`src/rtl/core/enbp_ram.sv`:
```
// Generic single-write, single-read RAM with registered read data.
// No dependencies; used for the element and magnitude stores.
module enbp_ram #(
  parameter int WIDTH = 24,
  parameter int DEPTH = 64
) (
  input  logic                     clk,
  input  logic                     we,
  input  logic [$clog2(DEPTH)-1:0] waddr,
  input  logic [WIDTH-1:0]         wdata,
  input  logic [$clog2(DEPTH)-1:0] raddr,
  output logic [WIDTH-1:0]         rdata
);

  logic [WIDTH-1:0] mem [DEPTH];

  always_ff @(posedge clk) begin
    if (we) begin
      mem[waddr] <= wdata;
    end
    rdata <= mem[raddr];
  end

endmodule

```
`config.mk`:
```
export PLATFORM = sky130hd
export DESIGN_NAME = enbp_ram
export DESIGN_NICKNAME = d
export VERILOG_FILES = /design/src/rtl/core/enbp_ram.sv
export SDC_FILE = /design/constraint.sdc
export NUM_CORES = 1
export LEC_CHECK = 0
export BUFFER_PORTS_ARGS = -buffer_cell sky130_fd_sc_hd__buf_2
export CORE_MARGIN = 2
export CORE_UTILIZATION = 67
export DETAILED_ROUTE_END_ITERATION = 6
export HOLD_SLACK_MARGIN = 0.08
export PLACE_DENSITY = 0.84
export SYNTH_ARGS = -nofsm -noshare
export SYNTH_HDL_FRONTEND = slang
export SYNTH_SLANG_ARGS = --single-unit
```
`constraint.sdc`:
```
create_clock -name clk -period 7.8 [get_ports clk]
set_input_delay 0.78 -clock clk [delete_from_list [all_inputs] [get_ports clk]]
set_output_delay 0.78 -clock clk [all_outputs]
set_load 0.03 [all_outputs]
```
* Word level (Yosys, flattened, before mapping)
Memories as Yosys holds them, arrays and structs flattened. A register that Yosys moved wholly into a read port is not among the register bits.
Index checks and enable logic that the tools add are counted.
** Storage, ports and cells
- Bits in registers :: 0
- Latch bits :: 0
- Bits in writable memories :: 1536
- ROM bits :: 0
- Input port bits :: 38
- Output and inout port bits :: 24
- Word-level logic and storage cells :: 3
- Memories :: 1
** Memory list
- mem :: words 64, bits a word 24, rd ports 1, clocked after memory_dff 1, wr ports 1, line 15 : logic [WIDTH-1:0] mem [DEPTH];
** Cells by class
- Add/subtract/negate cells :: 0
- Multiply operators :: 0
- Divide/modulo/power cells :: 0
- $lt $le $gt $ge :: 0
- Equality and inequality tests :: 0
- Shifts and indexed selects :: 0
- Multiplexer cells :: 2
- Bitwise logic cells :: 0
- Reductions and logical operators :: 0
** Operators with widths (count)
- $mux W1 :: 2

* Depth between registers and ports, before layout
Gate-level depths: netlist of the first run.
- Depth in word-level cells :: 2
- Mapped depth :: 9
- Depth with buffers taken out :: 5

* Worst setup path before layout of the first run
Ideal clock, no wire load.
- Kind :: input to register
- Start :: input waddr[3]
- End :: memory mem[48][0], enable pin
- Setup time :: 435 ps
- Arrival time :: 2942 ps
- Path slack :: 4423 ps
- Cell stages on the path :: 4
- Buffers on the path :: 1
- Cell sequence :: clkbuf_1 > nor2b_1 > nand4b_1 > nor3_1
** RTL lines
- from (decl) :: line 9 : input logic [$clog2(DEPTH)-1:0] waddr,
- to (decl) :: line 15
Straight into the memory's write port.

==> results.md, run 1 <==
| Group | Quantity | Value |
|---|---|---|
| status | Result of the run | completed |
| placed design | Worst slack at placement | 3.70 ns |
| clock network | Post-cts gate resize count | 0 |
| drt | Iteration-0 DRC Markers | 5309 |
| finish | Share of post-route cells with drive strength above 1 | 28.8% |
| yosys | Synth Net Count | 2648 |
| sta | Final hold violation count | 0 |
| critical path | Worst-path fanout max | 39 |
| critical path | Buffering stage count on the worst path with inverters included | 3 |
| critical path | Sequence of cells on the critical path | buf_2 -> buf_4 -> inv_2 -> nor2_2 -> a21oi_1 -> a31oi_1 -> o21a_1 |
| sta | Final number of max-transition violations | 0 |
| power | Fraction of power spent switching nets | 21.6% |
| global route | Largest net degree at the start of global routing | 118 |
| critical path | Endpoint type of the worst setup path | flip-flop |
| power | Worst voltage drop across the vdd grid | 0.278 mV |
| sta | Finish-stage setup viols | 0 |
| critical path | Critical-path top delay cell | sky130_fd_sc_hd__nor2_2 |
| clock network | Clock buffers created by TritonCTS | 146 |
| min path | Depth of the worst hold-timing path | 2 |
| sta | Normalized max-slew margin | 11.0% |
| yosys | Synthesis warning total | 0 |
| critical path | Flop-to-flop setup slack | 5.32 ns |
| critical path | Crit Path Class | in2reg |
| critical path | CP top delay family | buffers and inverters |
| yosys | Most area-hungry cell type in the Yosys netlist | sky130_fd_sc_hd__edfxtp_1 |
| clock network | Total number of clock tree sinks | 1560 |
| die | Area enclosed by the die boundary | 90900 sq um |
| power | Comb pwr share | 5.0% |
| clock network | Number of setup buffers added after CTS | 0 |
| min path | Hold path startpoint | wdata[5] |
| finish | Fill count | 4256 |
| placed design | Cell Area, Placed | 61200 sq um |
| critical path | R2R depth | 5 |
| global route | Vias in the first global route | 31300 |
| yosys | Gate count after technology mapping | 2610 |
| die | Core outline area | 88100 sq um |
| sta | Final critical-path share of the clock period | 45.8% |
| drt | Number of design rule violations left after detail routing | 0 |
| power | Internal Pwr Total | 13.6 mW |
| critical path | CP required | 8.47 ns |
| yosys | Synth Area per Inst | 22.7 sq um |
| min path | Hold-critical path endpoint | mem[36][5] |
| critical path | Endpoint of the lowest-slack register-to-register path | rdata[15] |
| sta | Post-route setup slack | 4.23 ns |
| power | Leakage component of the power | 20.7 nW |
| global route | Wire length of the first global-routing pass | 227000 um |
| sta | RSZ-0062 raised after global routing | no |
| critical path | Number of gates on the worst path with buffers counted | 7 |
| clock network | Cts-stage hold buffer count | 0 |
| clock network | Maximum buffer depth of the clock tree | 3 |
| die | X dimension of the die | 301 um |
| placed design | Detail Placement HPWL | 77700 um |
| clock network | Clock latency reported for the late side of the worst-skew pair | 0.75 ns |
| drt | Drt wl/cell | 39.3 um |
| drt | Total Routed Length | 159000 um |
| job | Total of max-cap violations | 0 |
| critical path | Arrival time worst endpoint | 4.24 ns |
| clock network | Level count of the clock H-tree | 4 |
| power | P_sw | 3.73 mW |
| die | Number of top-level pins | 62 |
| critical path | Critical Path Start Type | input port |
| sta | Clock Skew | 0.0237 ns |
| yosys | Register area share after synthesis | 78.6% |
| drt | Vias post-DR | 30500 |
| power | Fraction of power consumed by the clock network | 41.0% |
| global route | Number of antenna violations at the first check in global routing | 11 |
| power | Register share of total power | 54.0% |
| critical path | Reg-to-reg critical path startpoint | mem[53][15] |
| drt | Antenna-violating nets left | 0 |
| yosys | Synth top area share | 77.8% |
| finish | Final standard cell area without fillers | 65900 sq um |
| clock network | CTS tree | yes |
| finish | Layout net count | 2798 |
| sta | Maximum frequency from static timing analysis | 280 MHz |
| global route | Overall track demand over capacity in global routing | 36.1% |
| critical path | Slowest stage delay, CP | 1.10 ns |
| power | PwrDens | 262 nW/um^2 |
| yosys | Cell types occupying the most area after synthesis | sky130_fd_sc_hd__edfxtp_1 (78%), sky130_fd_sc_hd__mux4_2 (13%), sky130_fd_sc_hd__mux2i_1 (1.6%) |
| clock network | Clock transition time at the flip-flop clock pins of the worst setup and hold paths | 0.08 ns |
| global route | Remaining Overflow, GRT | 0 |
| die | Number of placement rows | 109 |
| yosys | Flop and latch count out of synthesis | 1560 |
| sta | Sum of negative setup slack | 0 ns |
| min path | Hold Crit Class | in2reg |
| placed design | Last weighted congestion value of the routability-driven placer | 0.839 |
| drt | Routed vias/inst | 7.53 |
| yosys | Synth cell types | 40 |
| finish | Area growth syn-to-layout | 11.1% |
| sta | Final critical path time including I/O delays and setup | 3.57 ns |
| placed design | Number of buffers inserted by port buffering | 61 |
| die | Effective utilization at floorplan | 67.3% |
| die | DIE HEIGHT | 301 um |
| clock network | Clock tree root driver cell | sky130_fd_sc_hd__clkbuf_16 |
| drt | Router iterations before antenna repair | 6 |
| yosys | Post-Syn Area | 59300 sq um |
| sta | Slew @ Worst Pin | 1.34 ns |
[power groups by stage]
| stage | logic, mW | registers, mW | clock network (mW) |
|---|---|---|---|
| after CTS | 0.845 | 9.33 | 7.09 |
| final | 0.859 | 9.33 | 7.09 |
| after detailed placement | 0.812 | 9.50 | 0 |
| after floorplan | 0.458 | 9.51 | 0 |
| after global placement | 0.775 | 9.50 | 0 |
| after global routing | 0.888 | 9.33 | 7.37 |
[cell usage in the layout (no fill, tap or decap), types with 3 or more instances in the layout]
master,synthesis,layout
sky130_fd_sc_hd__clkbuf_16,0,152
sky130_fd_sc_hd__nand2b_1,6,6
sky130_fd_sc_hd__nor2_1,80,16
sky130_fd_sc_hd__buf_12,0,4
sky130_fd_sc_hd__clkbuf_8,0,6
sky130_fd_sc_hd__nand3b_1,3,3
sky130_fd_sc_hd__nand2_1,36,36
sky130_fd_sc_hd__or3_1,10,10
sky130_fd_sc_hd__clkinv_1,1,26
sky130_fd_sc_hd__buf_2,45,57
sky130_fd_sc_hd__clkinvlp_4,0,6
sky130_fd_sc_hd__o21ai_0,12,12
sky130_fd_sc_hd__a21oi_1,22,22
sky130_fd_sc_hd__nor2_2,0,64
sky130_fd_sc_hd__o21a_1,13,13
sky130_fd_sc_hd__inv_6,0,3
sky130_fd_sc_hd__o21ai_1,6,6
sky130_fd_sc_hd__or2_2,3,3
sky130_fd_sc_hd__a22oi_1,29,29
sky130_fd_sc_hd__buf_4,31,80
sky130_fd_sc_hd__clkbuf_1,44,42
sky130_fd_sc_hd__clkinv_2,0,22
sky130_fd_sc_hd__a221o_1,4,4
sky130_fd_sc_hd__bufinv_16,0,10
sky130_fd_sc_hd__clkinv_8,0,5
sky130_fd_sc_hd__diode_2,0,5
sky130_fd_sc_hd__mux2_2,53,53
sky130_fd_sc_hd__or3b_2,3,3
sky130_fd_sc_hd__mux4_2,355,355
sky130_fd_sc_hd__nand3_1,20,20
sky130_fd_sc_hd__and3_1,16,16
sky130_fd_sc_hd__and2_1,3,3
sky130_fd_sc_hd__dfxtp_1,24,24
sky130_fd_sc_hd__mux2i_1,95,95
sky130_fd_sc_hd__o22ai_1,53,53
sky130_fd_sc_hd__nor2b_1,9,9
sky130_fd_sc_hd__a31oi_1,13,13
sky130_fd_sc_hd__a221oi_1,52,52
sky130_fd_sc_hd__edfxtp_1,1536,1536
[synthesized netlist by cell type]
cell	number
sky130_fd_sc_hd__buf_1	13
sky130_fd_sc_hd__buf_6	8
sky130_fd_sc_hd__and3_1	16
sky130_fd_sc_hd__clkbuf_4	1
sky130_fd_sc_hd__edfxtp_1	1536
sky130_fd_sc_hd__o211ai_1	2
sky130_fd_sc_hd__or2_2	3
sky130_fd_sc_hd__o221ai_1	1
sky130_fd_sc_hd__nand4_1	2
sky130_fd_sc_hd__nand3_1	20
sky130_fd_sc_hd__buf_2	45
sky130_fd_sc_hd__nand3b_1	3
sky130_fd_sc_hd__a221o_1	4
sky130_fd_sc_hd__clkbuf_1	44
sky130_fd_sc_hd__o22ai_1	53
sky130_fd_sc_hd__mux2i_1	95
sky130_fd_sc_hd__or3b_2	3
sky130_fd_sc_hd__mux2_2	53
sky130_fd_sc_hd__or3_1	10
sky130_fd_sc_hd__and2b_1	1
sky130_fd_sc_hd__clkinv_1	1
sky130_fd_sc_hd__nand4b_1	1
sky130_fd_sc_hd__nand2b_1	6
sky130_fd_sc_hd__a221oi_1	52
sky130_fd_sc_hd__nor2_1	80
sky130_fd_sc_hd__mux4_2	355
sky130_fd_sc_hd__and2_0	1
sky130_fd_sc_hd__a31oi_1	13
sky130_fd_sc_hd__nand2_1	36
sky130_fd_sc_hd__nor2b_1	9
sky130_fd_sc_hd__o21ai_0	12
sky130_fd_sc_hd__a21oi_1	22
sky130_fd_sc_hd__o21ai_1	6
sky130_fd_sc_hd__buf_4	31
sky130_fd_sc_hd__a22oi_1	29
sky130_fd_sc_hd__o21a_1	13
sky130_fd_sc_hd__inv_2	1
sky130_fd_sc_hd__dfxtp_1	24
sky130_fd_sc_hd__nor3_1	2
sky130_fd_sc_hd__and2_1	3
[layout make-up]
cell class | count | area [sq um] | area share, %
sequential | 1560 | 46600 | 70.7
multi-input combinational | 906 | 12100 | 18.3
clock buffer | 199 | 4030 | 6.12
tap | 1165 | 1460 | 2.21
timing repair buffer | 144 | 1010 | 1.53
clock inverter | 73 | 681 | 1.03
antenna | 5 | 12.5 | 0.0190
inverter | 2 | 7.51 | 0.0114
[worst register-to-register path, stage by stage (launching register included)]
cell and delay (ns):
sky130_fd_sc_hd__edfxtp_1 0.37, sky130_fd_sc_hd__mux4_2 0.55, sky130_fd_sc_hd__a221oi_1 0.40, sky130_fd_sc_hd__o21ai_0 0.30
sky130_fd_sc_hd__nand3_1 0.42, sky130_fd_sc_hd__o21ai_0 0.28
[sequential cells by signal, indices dropped and copies added, names as in the netlist]
register,cells
rdata,24
mem,1536
[per-stage QoR]
step	util, %	total power [mW]	hold slack (ns)	cells
after detailed placement	69.4	10.3	0.875	3777
after CTS	74.8	17.3	0.688	4049
after floorplan	-	9.96	0.772	2610
final	74.8	17.3	0.707	4054
after global routing	74.8	17.6	0.722	4051
after global placement	69.4	10.3	0.846	3777
[per-layer routing]
metal / track usage (%) / wire length (um) / part of all wire [%]
met3: 9.73 / 22600 / 14
met2: 56.4 / 76500 / 48
met5: 0 / 66 / 0.041
met1: 47.5 / 50100 / 31
met4: 19.3 / 9910 / 6.2
[cell families (layout without fill, tap and decap cells)]
group / count (synthesis) / count (layout) / share of synthesized area, %
flip-flops: 1560 / 1560 / 78.6
multiplexers: 503 / 503 / 16.1
AO/OA/AOI/OAI: 207 / 207 / 2.44
AND/OR/NAND/NOR: 196 / 196 / 1.56
buffers and inverters: 144 / 418 / 1.31
other: 0 / 5 / 0
[worst max-delay path by stage]
stage                   from    endpoint  slack (ns)
finish              raddr[4]    rdata[4]        4.23
global route        raddr[0]    rdata[4]        4.12
CTS                 raddr[0]    rdata[4]        4.38
detailed placement  raddr[0]    rdata[3]        3.70
global placement    raddr[0]    rdata[3]        3.87
floorplan           waddr[3]  mem[48][0]        4.42
Note: power is estimated with default switching activity, not from simulation.
==> run 2: changes to the inputs <==
Settings changed: CORE_UTILIZATION 67 to 63, PLACE_DENSITY 0.84 to 0.79.
Clock period 7.8 ns to 3.6 ns, I/O delays scaled along.
==> results.md, run 2 (same netlist as run 1, synthesis figures left out) <==
| Group | Quantity | Value |
|---|---|---|
| status | Result of the run | finished, violations left |
| status | Violations in the final reports | design-rule violations |
| power | Leakage component of the power | 21.0 nW |
| sta | Final number of max-transition violations | 0 |
| critical path | Flop-to-flop setup slack | 1.13 ns |
| die | X dimension of the die | 311 um |
| clock network | Maximum buffer depth of the clock tree | 3 |
| die | DIE HEIGHT | 311 um |
| finish | Most used cells in the layout excluding fill and tap cells | sky130_fd_sc_hd__edfxtp_1 (1536), sky130_fd_sc_hd__mux4_2 (355), sky130_fd_sc_hd__clkbuf_16 (146) |
| min path | Hold Crit Class | in2reg |
| clock network | Clock buffers created by TritonCTS | 144 |
| clock network | CTS tree | yes |
| critical path | CP startpoint | raddr[2] |
| sta | Final critical-path share of the clock period | 69.7% |
| critical path | Slowest stage delay, CP | 0.56 ns |
| drt | Vias post-DR | 30100 |
| placed design | Cell Area, Placed | 61900 sq um |
| power | Register share of total power | 54.8% |
| drt | Router iterations before antenna repair | 7 |
| critical path | Critical Path Start Type | input port |
| power | Internal Pwr Total | 29.0 mW |
| global route | Vias in the first global route | 30800 |
| critical path | Endpoint type of the worst setup path | flip-flop |
| clock network | Level count of the clock H-tree | 4 |
| placed design | Detail Placement HPWL | 82400 um |
| finish | Max FFs per register | 1536 |
| global route | Largest net degree at the start of global routing | 73 |
| sta | Maximum frequency from static timing analysis | 399 MHz |
| placed design | Last weighted congestion value of the routability-driven placer | 0.912 |
| sta | RSZ-0062 raised after global routing | no |
| power | PwrDens | 555 nW/um^2 |
| clock network | Number of setup buffers added after CTS | 0 |
| finish | Share of post-route cells with drive strength above 1 | 30.0% |
| min path | Hold path startpoint | raddr[5] |
| global route | Number of antenna violations at the first check in global routing | 16 |
| placed design | Number of buffers inserted by port buffering | 61 |
| drt | Total Routed Length | 152000 um |
| die | Number of placement rows | 112 |
| critical path | Critical-path top delay cell | sky130_fd_sc_hd__a31oi_1 |
| global route | Wire length of the first global-routing pass | 219000 um |
| power | Comb pwr share | 5.2% |
| finish | Final standard cell area without fillers | 66400 sq um |
| drt | Routed vias/inst | 7.16 |
| drt | Drt wl/cell | 36.1 um |
| critical path | Endpoint of the lowest-slack register-to-register path | rdata[4] |
| min path | Depth of the worst hold-timing path | 3 |
| global route | Overall track demand over capacity in global routing | 31.9% |
| global route | Remaining Overflow, GRT | 0 |
| clock network | Post-cts gate resize count | 0 |
| sta | Finish-stage setup viols | 0 |
| sta | Final hold violation count | 0 |
| clock network | Clock transition time at the flip-flop clock pins of the worst setup and hold paths | 0.06 ns |
| critical path | Reg-to-reg critical path startpoint | mem[55][4] |
| finish | Area growth syn-to-layout | 12.0% |
| clock network | Clock latency reported for the late side of the worst-skew pair | 0.76 ns |
| drt | Iteration-0 DRC Markers | 4955 |
| clock network | Total number of clock tree sinks | 1560 |
| sta | Final critical path time including I/O delays and setup | 2.51 ns |
| drt | Antenna-violating nets left | 0 |
| die | Area enclosed by the die boundary | 96600 sq um |
| sta | Clock Skew | 0.0260 ns |
| critical path | CP required | 4.29 ns |
| job | Total of max-cap violations | 0 |
| critical path | Sequence of cells on the critical path | buf_8 -> buf_4 -> mux2i_1 -> a221oi_1 -> a221oi_1 -> buf_4 -> a31oi_1 -> o21a_1 |
| critical path | Crit Path Class | in2reg |
| die | Effective utilization at floorplan | 63.5% |
| sta | Normalized max-slew margin | 6.24% |
| die | Core outline area | 93300 sq um |
| power | P_sw | 7.88 mW |
| power | Tot Pwr | 36.9 mW |
| power | Fraction of power consumed by the clock network | 40.0% |
| critical path | Arrival time worst endpoint | 3.20 ns |
| clock network | Clock tree root driver cell | sky130_fd_sc_hd__clkbuf_16 |
| finish | Top Registers | mem: 1536 flops, rdata: 24 flops |
| sta | Slew @ Worst Pin | 1.41 ns |
| die | Number of top-level pins | 62 |
| sta | Post-route setup slack | 1.09 ns |
| drt | Number of design rule violations left after detail routing | 16 |
| finish | Largest register by flop count | mem |
| min path | Hold-critical path endpoint | rdata[12] |
| power | Fraction of power spent switching nets | 21.4% |
| critical path | R2R depth | 6 |
| power | Worst voltage drop across the vdd grid | 0.537 mV |
| clock network | Cts-stage hold buffer count | 0 |
| sta | Sum of negative setup slack | 0 ns |
| finish | Leading cell type in the layout, fill and taps excluded | sky130_fd_sc_hd__edfxtp_1 |
| critical path | Worst-path fanout max | 56 |
| finish | Layout net count | 2857 |
| placed design | Worst slack at placement | 0.563 ns |
-- run 2: changes by cell type in the layout (fill, tap and decap cells not counted), sizes merged --
| cell | before | now |
|---|---|---|
| buf | 143 | 204 |
| bufinv | 10 | 7 |
| clkbuf | 200 | 197 |
| clkinvlp | 6 | 1 |
| diode | 5 | 6 |
| inv | 6 | 9 |
-- run 2: worst max path at each step --
| stage | endpoint | slack (ns) |
|---|---|---|
| 6_report | rdata[19] | 1.09 |
| 5_1_grt | rdata[4] | 1.07 |
| 4_1_cts | rdata[4] | 1.16 |
| 3_5_place_dp | rdata[4] | 0.56 |
| 3_3_place_gp | rdata[5] | 0.58 |
| 2_1_floorplan | mem[48][0] | 0.64 |
-- run 2: through the flow --
step	cells	hold slack [ns]	utilization, %
6_report	4197	0.160	71.2
5_1_grt	4191	0.139	71.1
4_1_cts	4191	0.0918	71.1
3_5_place_dp	3927	0.816	66.3
3_3_place_gp	3927	0.803	66.3
2_1_floorplan	2610	0.459	-
-- run 2: layout make-up --
| cell class | count | area (sq um) |
|---|---|---|
| sequential | 1560 | 46600 |
| fill | 5072 | 26900 |
| multi-input combinational | 906 | 12100 |
| clock buffer | 196 | 3920 |
| timing repair buffer | 205 | 1630 |
| tap | 1254 | 1570 |
| clock inverter | 68 | 588 |
| antenna | 6 | 15.0 |
| inverter | 2 | 7.51 |
-- run 2: power by group through the flow --
stage	registers, mW	logic (mW)	clock network (mW)
after global placement	20.6	1.79	0
final	20.2	1.92	14.7
after detailed placement	20.6	1.85	0
after CTS	20.2	1.90	14.8
after floorplan	20.6	0.993	0
after global routing	20.2	1.99	15.4
-- run 2: per-layer routing --
metal	GRT usage (%)	vias up	wire length, um
li1	-	11500	-
met1	43.2	15600	50800
met2	50.7	2493	73600
met3	7.58	439	20000
met4	13.9	22	7030
met5	0	-	127
-- run 2: worst max-delay path: cells and delay by family --
| kind | cells | cell delay (ns) |
|---|---|---|
| buffers and inverters | 3 | 1.20 |
| AOI/OAI and AO/OA | 4 | 1.43 |
| muxes | 1 | 0.17 |
